**config.mk**
```make
export PLATFORM = sky130hd
export DESIGN_NAME = bdopr_ctrl
export DESIGN_NICKNAME = d
export VERILOG_FILES = /design/src/sv/bdopr_pkg.sv /design/src/sv/bdopr_ctrl.sv
export SDC_FILE = /design/constraint.sdc
export NUM_CORES = 1
export LEC_CHECK = 0
export ABC_CLOCK_PERIOD_IN_PS = 1050
export BUFFER_PORTS_ARGS = -buffer_cell sky130_fd_sc_hd__buf_2
export CORE_AREA = 5 5 42 44
export CTS_CLUSTER_DIAMETER = 30
export DETAILED_ROUTE_END_ITERATION = 16
export DIE_AREA = 0 0 47 49
export PLACE_DENSITY = 0.61
export SLEW_MARGIN = 30
export SYNTH_ARGS = -nofsm -noshare
export SYNTH_HDL_FRONTEND = slang
export SYNTH_SLANG_ARGS = --single-unit
```
**constraint.sdc**
```tcl
create_clock -name clk_i -period 1.05 [get_ports clk_i]
set_input_delay 0.21 -clock clk_i [delete_from_list [all_inputs] [get_ports clk_i]]
set_output_delay 0.21 -clock clk_i [all_outputs]
set_load 0.02 [all_outputs]
```
**src/sv/bdopr_pkg.sv**
```systemverilog
`timescale 1ns / 1ps
package bdopr_pkg;

  typedef enum logic [1:0] {
    KIND_PUSH  = 2'd0,
    KIND_POP   = 2'd1,
    KIND_CLEAR = 2'd2,
    KIND_NONE  = 2'd3
  } kind_e;

  typedef enum logic [2:0] {
    ST_IDLE,
    ST_DIV,
    ST_EVRD,
    ST_EVCHK,
    ST_STORE,
    ST_POPRD,
    ST_OUT
  } state_e;

  localparam int unsigned RegIdxW     = 1;
  localparam logic [RegIdxW-1:0] RegMaxTime = 1'b0;
  localparam logic [RegIdxW-1:0] RegMaxMem  = 1'b1;
  localparam logic [39:0] DefaultBudget = 40'd524288000;
  localparam logic [39:0] Max40 = 40'hFF_FFFF_FFFF;
  localparam int unsigned InW  = 96;
  localparam int unsigned OutW = 200;

  // controller -> datapath
  typedef struct packed {
    logic load;      // latch request, start duration divide
    logic div_step;  // one quotient bit
    logic rd_oldest; // read oldest entry
    logic retire;    // subtract oldest, advance read pointer
    logic store;     // write entry, add totals
    logic pop_out;   // build pop result
    logic clear;     // empty ring
    logic plain_out; // result without entry fields
  } ctl_t;

  // datapath -> controller
  typedef struct packed {
    logic div_done;
    logic evict;     // ring nonempty and a limit holds
  } sts_t;

endpackage

```
**src/sv/bdopr_ctrl.sv**
```systemverilog
`timescale 1ns / 1ps
module bdopr_ctrl (
  input  logic              clk_i,
  input  logic              rst_ni,
  input  logic              in_valid_i,
  input  logic [1:0]        in_kind_i,
  input  logic              out_taken_i,
  input  logic              empty_i,
  input  bdopr_pkg::sts_t   sts_i,
  output logic              in_ready_o,
  output logic              out_valid_o,
  output bdopr_pkg::ctl_t   ctl_o
);
  import bdopr_pkg::*;

  state_e state_q, state_d;

  always_ff @(posedge clk_i or negedge rst_ni) begin
    if (!rst_ni) begin
      state_q <= ST_IDLE;
    end else begin
      state_q <= state_d;
    end
  end

  always_comb begin
    state_d     = state_q;
    ctl_o       = '0;
    in_ready_o  = 1'b0;
    out_valid_o = 1'b0;
    unique case (state_q)
      ST_IDLE: begin
        in_ready_o = 1'b1;
        if (in_valid_i) begin
          unique case (kind_e'(in_kind_i))
            KIND_PUSH: begin
              ctl_o.load = 1'b1;
              state_d    = ST_DIV;
            end
            KIND_POP: begin
              if (empty_i) begin
                ctl_o.plain_out = 1'b1;
                state_d = ST_OUT;
              end else begin
                ctl_o.rd_oldest = 1'b1;
                state_d = ST_POPRD;
              end
            end
            KIND_CLEAR: begin
              ctl_o.clear = 1'b1;
              state_d = ST_OUT;
            end
            default: begin
              ctl_o.plain_out = 1'b1;
              state_d = ST_OUT;
            end
          endcase
        end
      end
      ST_DIV: begin
        ctl_o.div_step = 1'b1;
        if (sts_i.div_done) begin
          ctl_o.rd_oldest = 1'b1;
          state_d = ST_EVRD;
        end
      end
      ST_EVRD: state_d = ST_EVCHK;
      ST_EVCHK: begin
        if (sts_i.evict) begin
          ctl_o.retire = 1'b1;
          ctl_o.rd_oldest = 1'b1;
          state_d = ST_EVRD;
        end else begin
          state_d = ST_STORE;
        end
      end
      ST_STORE: begin
        ctl_o.store = 1'b1;
        state_d = ST_OUT;
      end
      ST_POPRD: begin
        ctl_o.pop_out = 1'b1;
        ctl_o.retire  = 1'b1;
        state_d = ST_OUT;
      end
      ST_OUT: begin
        out_valid_o = 1'b1;
        if (out_taken_i) begin
          state_d = ST_IDLE;
        end
      end
      default: state_d = ST_IDLE;
    endcase
  end
endmodule

```
==> results.json <==
{
  "outcome": "finished, violations left",
  "violations": "setup timing",
  "ys_seq_area_share_pct": 23.5,
  "vias": 452,
  "grt_pass1_vias": 482,
  "syn_area_per_cell_sq_um": 8.18,
  "core_sq_um": 1400,
  "drc_errors": 0,
  "skew_ns": 0.00462,
  "htreeDepth": 1,
  "cts.root.buffer_cell": "clkbuf_4",
  "via_per_inst": 4.86,
  "antenna_cells": 0,
  "cts_tree": "yes",
  "reg.largest.list": "state_q (3)",
  "leakagePower_uw": 0.000344,
  "die_area_sq_um": 2300,
  "yosysWarnings": 0,
  "io_pins": 19,
  "timing_hold_violations_final": 0,
  "cap_violations": 0,
  "clockBufferDepth": 2,
  "worstPathMaxFanout": 4,
  "layout_min_cycle_time_ns": 1.51,
  "min-delay-path-class": "input port to asynchronous set/reset pin",
  "rsz0062_at_grt": "yes",
  "final.setup.worst_slack_ns": -0.457,
  "endpoint_kind": "output port",
  "antenna_found_initial": 0,
  "finalSetupTns_ns": -4.30,
  "nNetsFinal": 87,
  "drtIter0Drc": 3,
  "wl_per_cell_um": 12.3,
  "largest_register_ffs": 3,
  "worst_ep_arrival_time_ns": 1.30,
  "holdWs_ns": 0.301,
  "drtAntennaViolNets": 0,
  "area_growth_pct": 143,
  "track_usage_pct": 11.8,
  "worstPathCellList": "buf_6 -> mux2i_1 -> o32ai_2 -> buf_4",
  "grt_pass1_wl_um": 2000,
  "power_density_nw_per_um2": 2630,
  "fillers": 141,
  "first_pass_iters": 4,
  "worst_slew_pin_slew_ns": 0.253,
  "maxSlewHeadroom_pct": 82.9,
  "synth_nets": 48,
  "gp_congestion": 0.781,
  "setup_violations": 13,
  "regMostFlops": "state_q",
  "timing.final.max_slew_violations": 0,
  "ir_drop_mv": 1.17,
  "netlist_instances": 39,
  "cp-start-kind": "register",
  "fp.dieW_um": 47,
  "period_share_pct": 144,
  "port_buffers": 18,
  "numClockSinks": 3,
  "row_count": 14,
  "synth_cell_types": 26,
  "totalWireLength_um": 1140,
  "ys_seq_elements": 3,
  "fmax_mhz": 664,
  "synthesis.area_sq_um": 319,
  "layout-drive-gt1-share_pct": 77.9,
  "numCtsBuffers": 3,
  "critical_path_required_ns": 0.84,
  "dpl.hpwl_um": 829,
  "die_h_um": 49,
  "max_stage_delay_ns": 0.43,
  "clk_pin_slew_ns": 0.04,
  "clock_latency_ns": 0.24,
  "cp_slowest_cell": "dfrtp_2",
  "grt_max_degree": 10,
  "worstSetupPathType": "register to output port",
  "globalRouteOverflowTotal": 0,
  "start_util_pct": 22.8
}
## synth_stat cells
library cell | number | area (sq um)
a211oi_2 | 1 | 12.5
a21o_1 | 1 | 7.51
a21oi_1 | 2 | 10.0
a221oi_1 | 1 | 8.76
a22oi_2 | 1 | 12.5
and3_1 | 1 | 6.26
buf_2 | 1 | 5.00
buf_6 | 2 | 22.5
dfrtp_1 | 3 | 75.1
inv_2 | 1 | 3.75
mux2i_1 | 1 | 10.0
nand2_1 | 1 | 3.75
nand2b_1 | 1 | 6.26
nand2b_4 | 1 | 13.8
nand3_1 | 1 | 5.00
nand3b_1 | 1 | 7.51
nand4_1 | 1 | 6.26
nor2_1 | 5 | 18.8
nor2b_1 | 1 | 6.26
nor3_1 | 3 | 15.0
nor3b_1 | 2 | 15.0
nor4bb_1 | 1 | 10.0
o21ai_0 | 3 | 15.0
o31ai_1 | 1 | 7.51
o32ai_1 | 1 | 8.76
or2_2 | 1 | 6.26
## cell usage in the layout (no fill, tap or decap), types with 2 or more instances in the layout
cell type	Yosys	routed
buf_2	1	8
buf_4	0	17
buf_6	2	11
clkbuf_4	0	3
dfrtp_1	3	2
nand2b_4	1	2
nor2_1	5	2
nor2_4	0	3
nor3_4	0	2
nor3b_4	0	2
o21ai_0	3	3
## worst paths after layout
| check | from | end | slack (ns) | cells after the start |
|---|---|---|---|---|
| setup / recovery | state_q[1] | ctl_o[5] | -0.46 | 4 |
| hold / removal | rst_ni | state_q[0] | 0.30 | 2 |
| setup reg to reg | state_q[1] | state_q[2] | -0.13 | 5 |
| hold reg to reg | state_q[2] | state_q[0] | 0.72 | 3 |
| max in group asynchronous | rst_ni | state_q[1] | 0.63 | 2 |
| min in group clk_i | out_taken_i | state_q[2] | 0.37 | 4 |
## timing repair
action | CTS | global route
buffers inserted | 8 | 2
hold buffers | 1 | 0
resized for setup | 27 | 7
endpoints found under the hold margin | 3 | 0
endpoints found under the setup margin | 13 | 13
pin swaps | 5 | 6
## worst max-delay path, delay by kind of cell (launching register included)
kind | cells | cell delay [ns]
multiplexers | 1 | 0.12
flip-flops | 1 | 0.43
buffers and inverters | 2 | 0.31
AO/OA/AOI/OAI | 1 | 0.20
## per-layer routing
metal | global-route usage, % | wire length, um
met1 | 12.8 | 434
met2 | 20.6 | 612
met3 | 3.32 | 84
met4 | 4.15 | 11
met5 | 0 | 0
## where the power goes
group          switching, uW  internal, uW
sequential              76.3           176
clock                   64.1           143
combinational            739           844
total                    880          1160
## kinds of logic after synthesis
logic type	count (synthesis)	share of synthesized area, %
AO/OA/AOI/OAI	11	25.9
buffers and inverters	4	9.80
flip-flops	3	23.5
multiplexers	1	3.14
AND/OR/NAND/NOR	20	37.6
## final cells by class
| cell class | instances | area (sq um) | share of cell area [%] |
|---|---|---|---|
| clock buffers | 4 | 26.3 | 3.39 |
| inverters | 1 | 6.26 | 0.806 |
| multi-input cells | 32 | 345 | 44.5 |
| flip-flops and latches | 3 | 76.3 | 9.84 |
| well taps | 16 | 20.0 | 2.58 |
| repair buffers | 37 | 302 | 38.9 |
## metrics by stage
step | total power (uW) | cell area (sq um) | utilization [%] | setup WS, ns | std cells
after floorplan | 1010 | 403 | - | -0.184 | 39
after global placement | 1320 | 568 | 40.5 | -0.264 | 81
after detailed placement | 1350 | 568 | 40.5 | -0.322 | 81
after CTS | 2020 | 759 | 54.2 | -0.471 | 94
after global routing | 2180 | 776 | 55.4 | -0.549 | 93
final | 2040 | 776 | 55.4 | -0.457 | 93
Power figures use the tool's default switching activity.
